--- src/rtl/assert_macros.svh ---
// Assertion macros shared by the downmix RTL.
// Depends on nothing; the bodies are empty when SYNTHESIS is defined.
`ifndef ASSERT_MACROS_SVH
`define ASSERT_MACROS_SVH
`ifndef SYNTHESIS
`define ASSERT_IMPLY(label, clk, rst, ante, cons, msg) \
   label: assert property (@(posedge clk) disable iff (rst) (ante) |-> (cons)) else $error(msg);
`define ASSERT_NEXT(label, clk, rst, ante, cons, msg) \
   label: assert property (@(posedge clk) disable iff (rst) (ante) |=> (cons)) else $error(msg);
`else
`define ASSERT_IMPLY(label, clk, rst, ante, cons, msg)
`define ASSERT_NEXT(label, clk, rst, ante, cons, msg)
`endif
`endif

--- src/rtl/sdm_pkg.sv ---
// Types and constants for the surround to stereo downmix.
// No dependencies.
`timescale 1ns / 1ps
package sdm_pkg;

   localparam int SAMPLE_W      = 16;
   localparam int COEF_W        = 18;
   localparam int ACC_W         = 32;
   localparam int PROD_W        = SAMPLE_W + COEF_W;
   localparam int COUNT_W       = 2;
   localparam int CSR_DATA_W    = 32;
   localparam int CSR_ADDR_W    = 2;
   localparam int FRAC_BITS_DEF = 12;
   localparam int SLOTS         = 8;   // four products per output side

   localparam logic [CSR_ADDR_W-1:0] ADDR_MIX_MODE = '0;

   typedef enum logic [2:0] {
      MODE_SURR_32    = 3'd0,
      MODE_SURR2_32   = 3'd1,
      MODE_SURR_22    = 3'd2,
      MODE_SURR2_22   = 3'd3,
      MODE_3F         = 3'd4,
      MODE_3F1R       = 3'd5,
      MODE_MONO_DUP   = 3'd6,
      MODE_STEREO_MIX = 3'd7
   } mix_mode_type;

   localparam logic [COUNT_W-1:0] COUNT_MONO   = 2'd1;
   localparam logic [COUNT_W-1:0] COUNT_STEREO = 2'd2;

endpackage

--- src/rtl/surround_to_stereo_downmix.sv ---
// Surround to stereo downmix: fixed-matrix mixing of one multichannel frame per word.
// Depends on sdm_pkg and assert_macros.svh.
// start passes through v1_ff, v2_ff, v3_ff and v4_ff to rsp_valid; one word per cycle, busy stays low.
// Stages: operand/coefficient select, products, pair sums, final sum and output register.
// Synchronous reset clears mix_mode to 0 and all valid bits; no result is in flight after it.
`timescale 1ns / 1ps
`include "assert_macros.svh"
module surround_to_stereo_downmix #(
   parameter int FRAC_BITS = sdm_pkg::FRAC_BITS_DEF
) (
   input  logic                                  clock,
   input  logic                                  reset,
   input  logic                                  start,
   output logic                                  busy,
   input  logic signed [sdm_pkg::SAMPLE_W-1:0]   req_chan0,
   input  logic signed [sdm_pkg::SAMPLE_W-1:0]   req_chan1,
   input  logic signed [sdm_pkg::SAMPLE_W-1:0]   req_chan2,
   input  logic signed [sdm_pkg::SAMPLE_W-1:0]   req_chan3,
   input  logic signed [sdm_pkg::SAMPLE_W-1:0]   req_chan4,
   input  logic signed [sdm_pkg::SAMPLE_W-1:0]   req_chan5,
   output logic                                  rsp_valid,
   output logic signed [sdm_pkg::SAMPLE_W-1:0]   rsp_out_left,
   output logic signed [sdm_pkg::SAMPLE_W-1:0]   rsp_out_right,
   output logic        [sdm_pkg::COUNT_W-1:0]    rsp_out_count,
   input  logic                                  psel,
   input  logic                                  penable,
   input  logic                                  pwrite,
   input  logic        [sdm_pkg::CSR_ADDR_W-1:0] paddr,
   input  logic        [sdm_pkg::CSR_DATA_W-1:0] pwdata,
   output logic        [sdm_pkg::CSR_DATA_W-1:0] prdata,
   output logic                                  pready
);
   import sdm_pkg::*;

   // coefficients: truncation of (2 << FRAC_BITS) * factor
   localparam longint Scale = longint'(2) << FRAC_BITS;
   localparam longint KaL   = (Scale * 3225) / 10000;
   localparam longint KbL   = (Scale * 3225 * 707) / 10000000;
   localparam longint KcL   = (Scale * 3225 * 8165) / 100000000;
   localparam longint KdL   = (Scale * 3225 * 5774) / 100000000;

   localparam logic signed [COEF_W-1:0] KA  = COEF_W'(KaL);
   localparam logic signed [COEF_W-1:0] KB  = COEF_W'(KbL);
   localparam logic signed [COEF_W-1:0] KC  = COEF_W'(KcL);
   localparam logic signed [COEF_W-1:0] KD  = COEF_W'(KdL);
   localparam logic signed [COEF_W-1:0] KBN = COEF_W'(-KbL);
   localparam logic signed [COEF_W-1:0] KCN = COEF_W'(-KcL);
   localparam logic signed [COEF_W-1:0] KDN = COEF_W'(-KdL);

   // config register
   mix_mode_type mode_ff, mode_in;
   logic         csr_wr;

   // stage 1: selected operands
   logic                       v1_ff;
   logic signed [SAMPLE_W-1:0] opnd_ff [SLOTS];
   logic signed [SAMPLE_W-1:0] opnd_in [SLOTS];
   logic signed [COEF_W-1:0]   coef_ff [SLOTS];
   logic signed [COEF_W-1:0]   coef_in [SLOTS];
   logic                       pass1_ff, mono1_ff;
   logic signed [SAMPLE_W-1:0] smp1_ff;

   // stage 2: products
   logic                       v2_ff;
   logic signed [PROD_W-1:0]   prod_full [SLOTS];
   logic        [ACC_W-1:0]    prod_ff [SLOTS];
   logic                       pass2_ff, mono2_ff;
   logic signed [SAMPLE_W-1:0] smp2_ff;

   // stage 3: pair sums, 0/1 left, 2/3 right
   logic                       v3_ff;
   logic        [ACC_W-1:0]    pair_ff [4];
   logic                       pass3_ff, mono3_ff;
   logic signed [SAMPLE_W-1:0] smp3_ff;

   // stage 4: output word
   logic                       v4_ff;
   logic        [ACC_W-1:0]    sum_l, sum_r;
   logic signed [SAMPLE_W-1:0] left_ff, left_in, right_ff, right_in;
   logic        [COUNT_W-1:0]  count_ff, count_in;

   logic accept;

   assign accept = start && !busy;
   assign busy   = 1'b0;
   assign pready = 1'b1;

   // ---------------- config port ----------------
   assign csr_wr  = psel && penable && pwrite && pready && (paddr == ADDR_MIX_MODE);
   assign mode_in = mix_mode_type'(pwdata[2:0]);
   assign prdata  = (paddr == ADDR_MIX_MODE) ? {{(CSR_DATA_W-3){1'b0}}, mode_ff} : '0;

   always_ff @(posedge clock) begin
      if (reset) begin
         mode_ff <= MODE_SURR_32;
      end else if (csr_wr) begin
         mode_ff <= mode_in;
      end
   end

   // ---------------- stage 1: matrix slot select ----------------
   always_comb begin
      for (int i = 0; i < SLOTS; i++) begin
         opnd_in[i] = '0;
         coef_in[i] = '0;
      end
      unique case (mode_ff)
         MODE_SURR_32: begin
            opnd_in[0] = req_chan0; coef_in[0] = KA;
            opnd_in[1] = req_chan1; coef_in[1] = KB;
            opnd_in[2] = req_chan3; coef_in[2] = KBN;
            opnd_in[3] = req_chan4; coef_in[3] = KBN;
            opnd_in[4] = req_chan2; coef_in[4] = KA;
            opnd_in[5] = req_chan1; coef_in[5] = KB;
            opnd_in[6] = req_chan3; coef_in[6] = KB;
            opnd_in[7] = req_chan4; coef_in[7] = KB;
         end
         MODE_SURR2_32: begin
            opnd_in[0] = req_chan0; coef_in[0] = KA;
            opnd_in[1] = req_chan1; coef_in[1] = KB;
            opnd_in[2] = req_chan3; coef_in[2] = KCN;
            opnd_in[3] = req_chan4; coef_in[3] = KDN;
            opnd_in[4] = req_chan2; coef_in[4] = KA;
            opnd_in[5] = req_chan1; coef_in[5] = KB;
            opnd_in[6] = req_chan3; coef_in[6] = KD;
            opnd_in[7] = req_chan4; coef_in[7] = KC;
         end
         MODE_SURR_22: begin
            opnd_in[0] = req_chan0; coef_in[0] = KA;
            opnd_in[1] = req_chan2; coef_in[1] = KBN;
            opnd_in[2] = req_chan3; coef_in[2] = KBN;
            opnd_in[4] = req_chan1; coef_in[4] = KA;
            opnd_in[5] = req_chan2; coef_in[5] = KB;
            opnd_in[6] = req_chan3; coef_in[6] = KB;
         end
         MODE_SURR2_22: begin
            opnd_in[0] = req_chan0; coef_in[0] = KA;
            opnd_in[1] = req_chan2; coef_in[1] = KCN;
            opnd_in[2] = req_chan3; coef_in[2] = KDN;
            opnd_in[4] = req_chan1; coef_in[4] = KA;
            opnd_in[5] = req_chan3; coef_in[5] = KC;
            opnd_in[6] = req_chan2; coef_in[6] = KD;
         end
         MODE_3F: begin
            opnd_in[0] = req_chan0; coef_in[0] = KA;
            opnd_in[1] = req_chan1; coef_in[1] = KB;
            opnd_in[4] = req_chan2; coef_in[4] = KA;
            opnd_in[5] = req_chan1; coef_in[5] = KB;
         end
         MODE_3F1R: begin
            opnd_in[0] = req_chan0; coef_in[0] = KA;
            opnd_in[1] = req_chan1; coef_in[1] = KB;
            opnd_in[2] = req_chan3; coef_in[2] = KBN;
            opnd_in[4] = req_chan2; coef_in[4] = KA;
            opnd_in[5] = req_chan1; coef_in[5] = KB;
            opnd_in[6] = req_chan3; coef_in[6] = KB;
         end
         MODE_MONO_DUP, MODE_STEREO_MIX: begin
            // passthrough modes use the sample bypass, products stay zero
         end
         default: begin
         end
      endcase
   end

   // LFE is never mixed; keep it out of the datapath
   logic lfe_unused;
   assign lfe_unused = ^req_chan5;

   always_ff @(posedge clock) begin
      if (reset) begin
         v1_ff <= 1'b0;
      end else begin
         v1_ff <= accept;
      end
   end

   always_ff @(posedge clock) begin
      for (int i = 0; i < SLOTS; i++) begin
         opnd_ff[i] <= opnd_in[i];
         coef_ff[i] <= coef_in[i];
      end
      pass1_ff <= (mode_ff == MODE_MONO_DUP) || (mode_ff == MODE_STEREO_MIX) || lfe_unused
                  && 1'b0;
      mono1_ff <= (mode_ff == MODE_STEREO_MIX);
      smp1_ff  <= req_chan0;
   end

   // ---------------- stage 2: products ----------------
   always_comb begin
      for (int i = 0; i < SLOTS; i++) begin
         prod_full[i] = PROD_W'(opnd_ff[i]) * PROD_W'(coef_ff[i]);
      end
   end

   always_ff @(posedge clock) begin
      if (reset) begin
         v2_ff <= 1'b0;
      end else begin
         v2_ff <= v1_ff;
      end
   end

   always_ff @(posedge clock) begin
      for (int i = 0; i < SLOTS; i++) begin
         prod_ff[i] <= prod_full[i][ACC_W-1:0];
      end
      pass2_ff <= pass1_ff;
      mono2_ff <= mono1_ff;
      smp2_ff  <= smp1_ff;
   end

   // ---------------- stage 3: pair sums (wrap at 32 bits) ----------------
   always_ff @(posedge clock) begin
      if (reset) begin
         v3_ff <= 1'b0;
      end else begin
         v3_ff <= v2_ff;
      end
   end

   always_ff @(posedge clock) begin
      for (int i = 0; i < 4; i++) begin
         pair_ff[i] <= prod_ff[2*i] + prod_ff[2*i+1];
      end
      pass3_ff <= pass2_ff;
      mono3_ff <= mono2_ff;
      smp3_ff  <= smp2_ff;
   end

   // ---------------- stage 4: final sum, scale, output word ----------------
   assign sum_l = pair_ff[0] + pair_ff[1];
   assign sum_r = pair_ff[2] + pair_ff[3];

   always_comb begin
      if (pass3_ff) begin
         left_in  = smp3_ff;
         right_in = mono3_ff ? '0 : smp3_ff;
      end else begin
         // arithmetic shift then keep 16 bits is just a bit slice
         left_in  = sum_l[FRAC_BITS +: SAMPLE_W];
         right_in = sum_r[FRAC_BITS +: SAMPLE_W];
      end
      count_in = mono3_ff ? COUNT_MONO : COUNT_STEREO;
   end

   always_ff @(posedge clock) begin
      if (reset) begin
         v4_ff <= 1'b0;
      end else begin
         v4_ff <= v3_ff;
      end
   end

   always_ff @(posedge clock) begin
      left_ff  <= left_in;
      right_ff <= right_in;
      count_ff <= count_in;
   end

   assign rsp_valid     = v4_ff;
   assign rsp_out_left  = left_ff;
   assign rsp_out_right = right_ff;
   assign rsp_out_count = count_ff;

   // ---------------- assertions ----------------
   `ASSERT_IMPLY(a_valid_from_start, clock, reset, rsp_valid, $past(start && !busy, 4), "result word without a matching start 4 cycles earlier")
   `ASSERT_IMPLY(a_mono_right_zero, clock, reset, rsp_valid && (rsp_out_count == COUNT_MONO), rsp_out_right == '0, "mono word has nonzero right sample")
   `ASSERT_IMPLY(a_count_mode, clock, reset, rsp_valid, (rsp_out_count == COUNT_MONO) == (mode_ff == MODE_STEREO_MIX), "output count disagrees with mix mode")
   `ASSERT_IMPLY(a_dup_equal, clock, reset, rsp_valid && (mode_ff == MODE_MONO_DUP), rsp_out_left == rsp_out_right, "mono to stereo word has unequal sides")

endmodule

--- config.mk ---
export PLATFORM = sky130hd
export DESIGN_NAME = surround_to_stereo_downmix
export DESIGN_NICKNAME = d
export VERILOG_FILES = /design/src/rtl/sdm_pkg.sv /design/src/rtl/surround_to_stereo_downmix.sv
export VERILOG_INCLUDE_DIRS = /design/src /design/src/rtl
export SDC_FILE = /design/constraint.sdc
export NUM_CORES = 2
export LEC_CHECK = 0
export BUFFER_PORTS_ARGS = -buffer_cell sky130_fd_sc_hd__buf_2
export CAP_MARGIN = 40
export CELL_PAD_IN_SITES_DETAIL_PLACEMENT = 0
export CELL_PAD_IN_SITES_GLOBAL_PLACEMENT = 1
export CORE_MARGIN = 5
export CORE_UTILIZATION = 24
export CTS_CLUSTER_DIAMETER = 120
export DETAILED_ROUTE_END_ITERATION = 7
export PLACE_DENSITY = 0.49
export SYNTH_ARGS = -nofsm -noshare
export SYNTH_HDL_FRONTEND = slang
export SYNTH_SLANG_ARGS = --single-unit
--- constraint.sdc ---
create_clock -name clock -period 6.6 [get_ports clock]
set_clock_uncertainty 0.1 [all_clocks]
set_input_delay 0.66 -clock clock [delete_from_list [all_inputs] [get_ports clock]]
set_output_delay 0.66 -clock clock [all_outputs]
set_load 0.005 [all_outputs]
==> metrics.md <==
| Metric | Value |
|---|---|
| XOR/XNOR Fraction of Synth Area | 0.0510 |
| Largest net degree at the start of global routing | 48 |
| Final Max Tran Viols | 0 |
| Area delta synth->final | 13.6% |
| Row count | 188 |
| Grt total ovfl | 0 |
| Core area | 263,000 µm² |
| Ys Warns | 0 |
| Core occupancy in the finished layout | 0.274 |
| Post-Synth Simple-Gate Area | 0.0817 |
| Hold_sp | req_chan4[1] |
| CP Max Fanout | 16 |
| Yosys top cell area share | 0.302 |
| First-pass GRT wire length | 283,000 µm |
| Detailed Place HPWL | 159,000 µm |
| Vias in the first global route | 47.3k |
| Largest family of logic cells by synthesized area | adder cells |
| Hold Crit Class | primary input to flip-flop |
| Worst R2R Path Depth | 21 |
| Endpoints failing setup | 0 |
| CP Launch Type | flip-flop |
| Die ar. | 275,000 µm² |
| Reg-to-Reg Start | coef_ff[1][59]$_SDFF_PN0_ |
| Post-Synth Adder-Cell Area | 0.506 |
| WHS Path Cells | 2 |
| Setup TNS | 0 ns |
| Top FF cell, synth | dfxtp_1 |
| FFs w/ async S/R, synth | 0 |
| Worst-Skew Late Latency | 0.70 ns |
| I/O pins | 205 |
| Critical path class | flip-flop to flip-flop |
| Worst-Margin Slew | 0.747 ns |
| Layout Cells excl Fill | 10.3k |
| WP data required | 7.07 ns |
| Port Buffers | 128 |
| GRT Util Overall | 0.133 |
| Via-to-Cell Ratio | 4.10 |
| Fmax | 157 MHz |
| CP startpoint | coef_ff[1][59]$_SDFF_PN0_ |
| Area leader, netlist | fa_1 |
| CTS Buf Count | 76 |
| DR DRC count | 0 |
| Die height | 525 µm |
| Fillers | 28.2k |
| Post-route ant nets | 0 |
| Post-synth EDFFs | 0 |
| Arrival @ worst endpoint | 6.86 ns |
| Most frequent cells in the layout | inv_1 (1,530), ha_1 (1,034), fa_1 (959), dfxtp_1 (543), nand2_1 (379) |
| Most frequent CP cell | fa_1 |
| Slowest-stage cell, CP | fa_1 |
| Reg2reg setup slack | 0.22 ns |
| Tmin final | 6.38 ns |
| Maximum clock path buffer count | 3 |
| Syn avg cell area | 9.86 µm² |
| Worst hold path endpoint | opnd_ff[1][49]$_SDFF_PN0_ |
| Wirelength, routed | 179,000 µm |
| Post-synthesis mux area share | 0.00366 |
| # clock sinks | 563 |
| Post-synthesis cell count | 6,446 |
| Crit path cell chain | buf_4, nand2_1, xor2_1, buf_4, ha_1, or2_2, fa_1, inv_1, fa_1, inv_1, fa_1, fa_1, inv_1, fa_1, inv_1, ha_1, nand2_1, or4_1, a21oi_1, o21ai_0, a21boi_1 |
| DP Cell Count | 10.2k |
| Wire per inst | 17.4 µm |
| Synthesized area | 63,500 µm² |
| CP endpoint kind | flip-flop |
| Worst stage delay on the critical path | 0.53 ns |
| Via count | 42.3k |
| Worst-path clk slew | 0.06 ns |
| Run status | complete, no violations |
| RD Place Congestion | 0.836 |
| Ratio of cells with drive above 1 in the final layout | 0.0696 |
| Commonest non-fill, non-tap cell in the layout | inv_1 |
| Count of max-cap constraint violations | 0 |
| CTS tree | built |
| Clock Tree Root | clkbuf_16 |
| Compound-Gate Fraction of Synth Area | 0.0816 |
| Slew headroom | 0.489 |
| Final Net Count | 8,870 |
| Synth area leaders | fa_1 (30%), ha_1 (20%), dfxtp_1 (18%) |
| Synth cell types | 82 |
| Number of DRC markers in iteration 0 | 1,515 |
| DR pass1 iterations | 5 |
| Die W | 525 µm |
| Final hold vios | 0 |
| Initial antenna violation count | 7 |
| H-tree Lvls | 3 |
| Period utilization | 0.967 |
| R2R Path End | prod_ff[0][121]$_DFF_P_ |
| Starting Density | 0.242 |
| Synth Register Bits | 563 |
| Sequential area share after synthesis | 0.177 |
| RSZ-0062 raised after global routing | no |
cells by family after synthesis:
kind of cell	Yosys count
XOR/XNOR	370
AND/OR/NAND/NOR	1071
buffers and inverters	1630
multiplexers	23
other	2
adder cells (fa/ha/maj)	1995
flip-flops	563
AO/OA/AOI/OAI	792
worst max path at each step:
stage,end,slack (ns),cells after the start
floorplan,prod_ff[1][59]$_DFF_P_,0.22,21
global placement,prod_ff[0][91]$_DFF_P_,0.07,21
detailed placement,prod_ff[0][91]$_DFF_P_,0.07,20
CTS,prod_ff[0][121]$_DFF_P_,0.03,19
global route,prod_ff[0][121]$_DFF_P_,0.0007,21
finish,prod_ff[0][121]$_DFF_P_,0.22,21
synth_stat cells (all sizes together) (15+ instances only):
cell type  count
inv         1534
ha          1035
fa           960
dfxtp        563
nand2        381
xnor2        269
and2         216
a21oi        212
nor2         178
o21ai        161
xor2         101
a21o          98
nor3          64
clkbuf        60
nand3         57
o21a          57
o21bai        47
nand2b        46
nor2b         36
buf           35
a22o          33
and3          25
a211oi        24
a31oi         22
mux2i         21
or3           19
o211ai        16
o22ai         16
or2           15
per-layer routing:
metal  track usage  wire length, µm  vias up
met2         0.225            84800      483
met3        0.0152             5080      116
met5             0                0        -
li1              -                -    20800
met4        0.0267             3460        0
met1         0.182            86000    20900
through the flow:
| stage | hold WS (ns) | instance area [µm²] | setup WS (ns) |
|---|---|---|---|
| 3_3_place_gp | 0.210 | 69100 | 0.0740 |
| 3_5_place_dp | 0.212 | 69200 | 0.0707 |
| 4_1_cts | 0.00106 | 72000 | 0.0306 |
| 5_1_grt | 0.0308 | 72100 | 0.000699 |
| 6_report | 0.0762 | 72100 | 0.216 |
| 2_1_floorplan | 0.210 | 63700 | 0.221 |
sequential cells by signal (all words and copies together) (netlist names), 2 cells and up:
signal,count
coef_ff,21
mode_ff,3
opnd_ff,112
pair_ff,112
prod_ff,223
rsp_out_count,2
rsp_out_left,16
rsp_out_right,16
smp1_ff,16
smp2_ff,16
smp3_ff,16
worst max-delay path: cells and delay by family (launching register included):
kind	cells	cell delay [ns]
AND/OR/NAND/NOR	4	1.10
XOR/XNOR	1	0.23
AO/OA/AOI/OAI	3	0.79
buffers and inverters	6	0.63
flip-flops	1	0.37
adder cells (fa/ha/maj)	7	3.04
repair_timing:
| item | CTS | global route |
|---|---|---|
| hold buffers | 21 | 0 |
| hold endpoints to repair | 21 | 0 |
| setup endpoints to repair | 0 | 26 |
| setup buffers | 0 | 0 |
| gates resized for setup | 0 | 55 |
final cells by class:
cell class / count / area, µm² / area share
flip-flops and latches: 563 / 11300 / 0.157
diodes: 5 / 12.5 / 0.000173
inverters: 1535 / 5770 / 0.0799
well taps: 3515 / 4400 / 0.0610
clock inverters: 34 / 367 / 0.00508
multi-input cells: 4285 / 46300 / 0.641
repair buffers: 278 / 1840 / 0.0255
clock buffers: 104 / 2200 / 0.0305
Power is not shown: default switching activity piles up to over one toggle a cycle in this logic, so the estimate is an artifact.
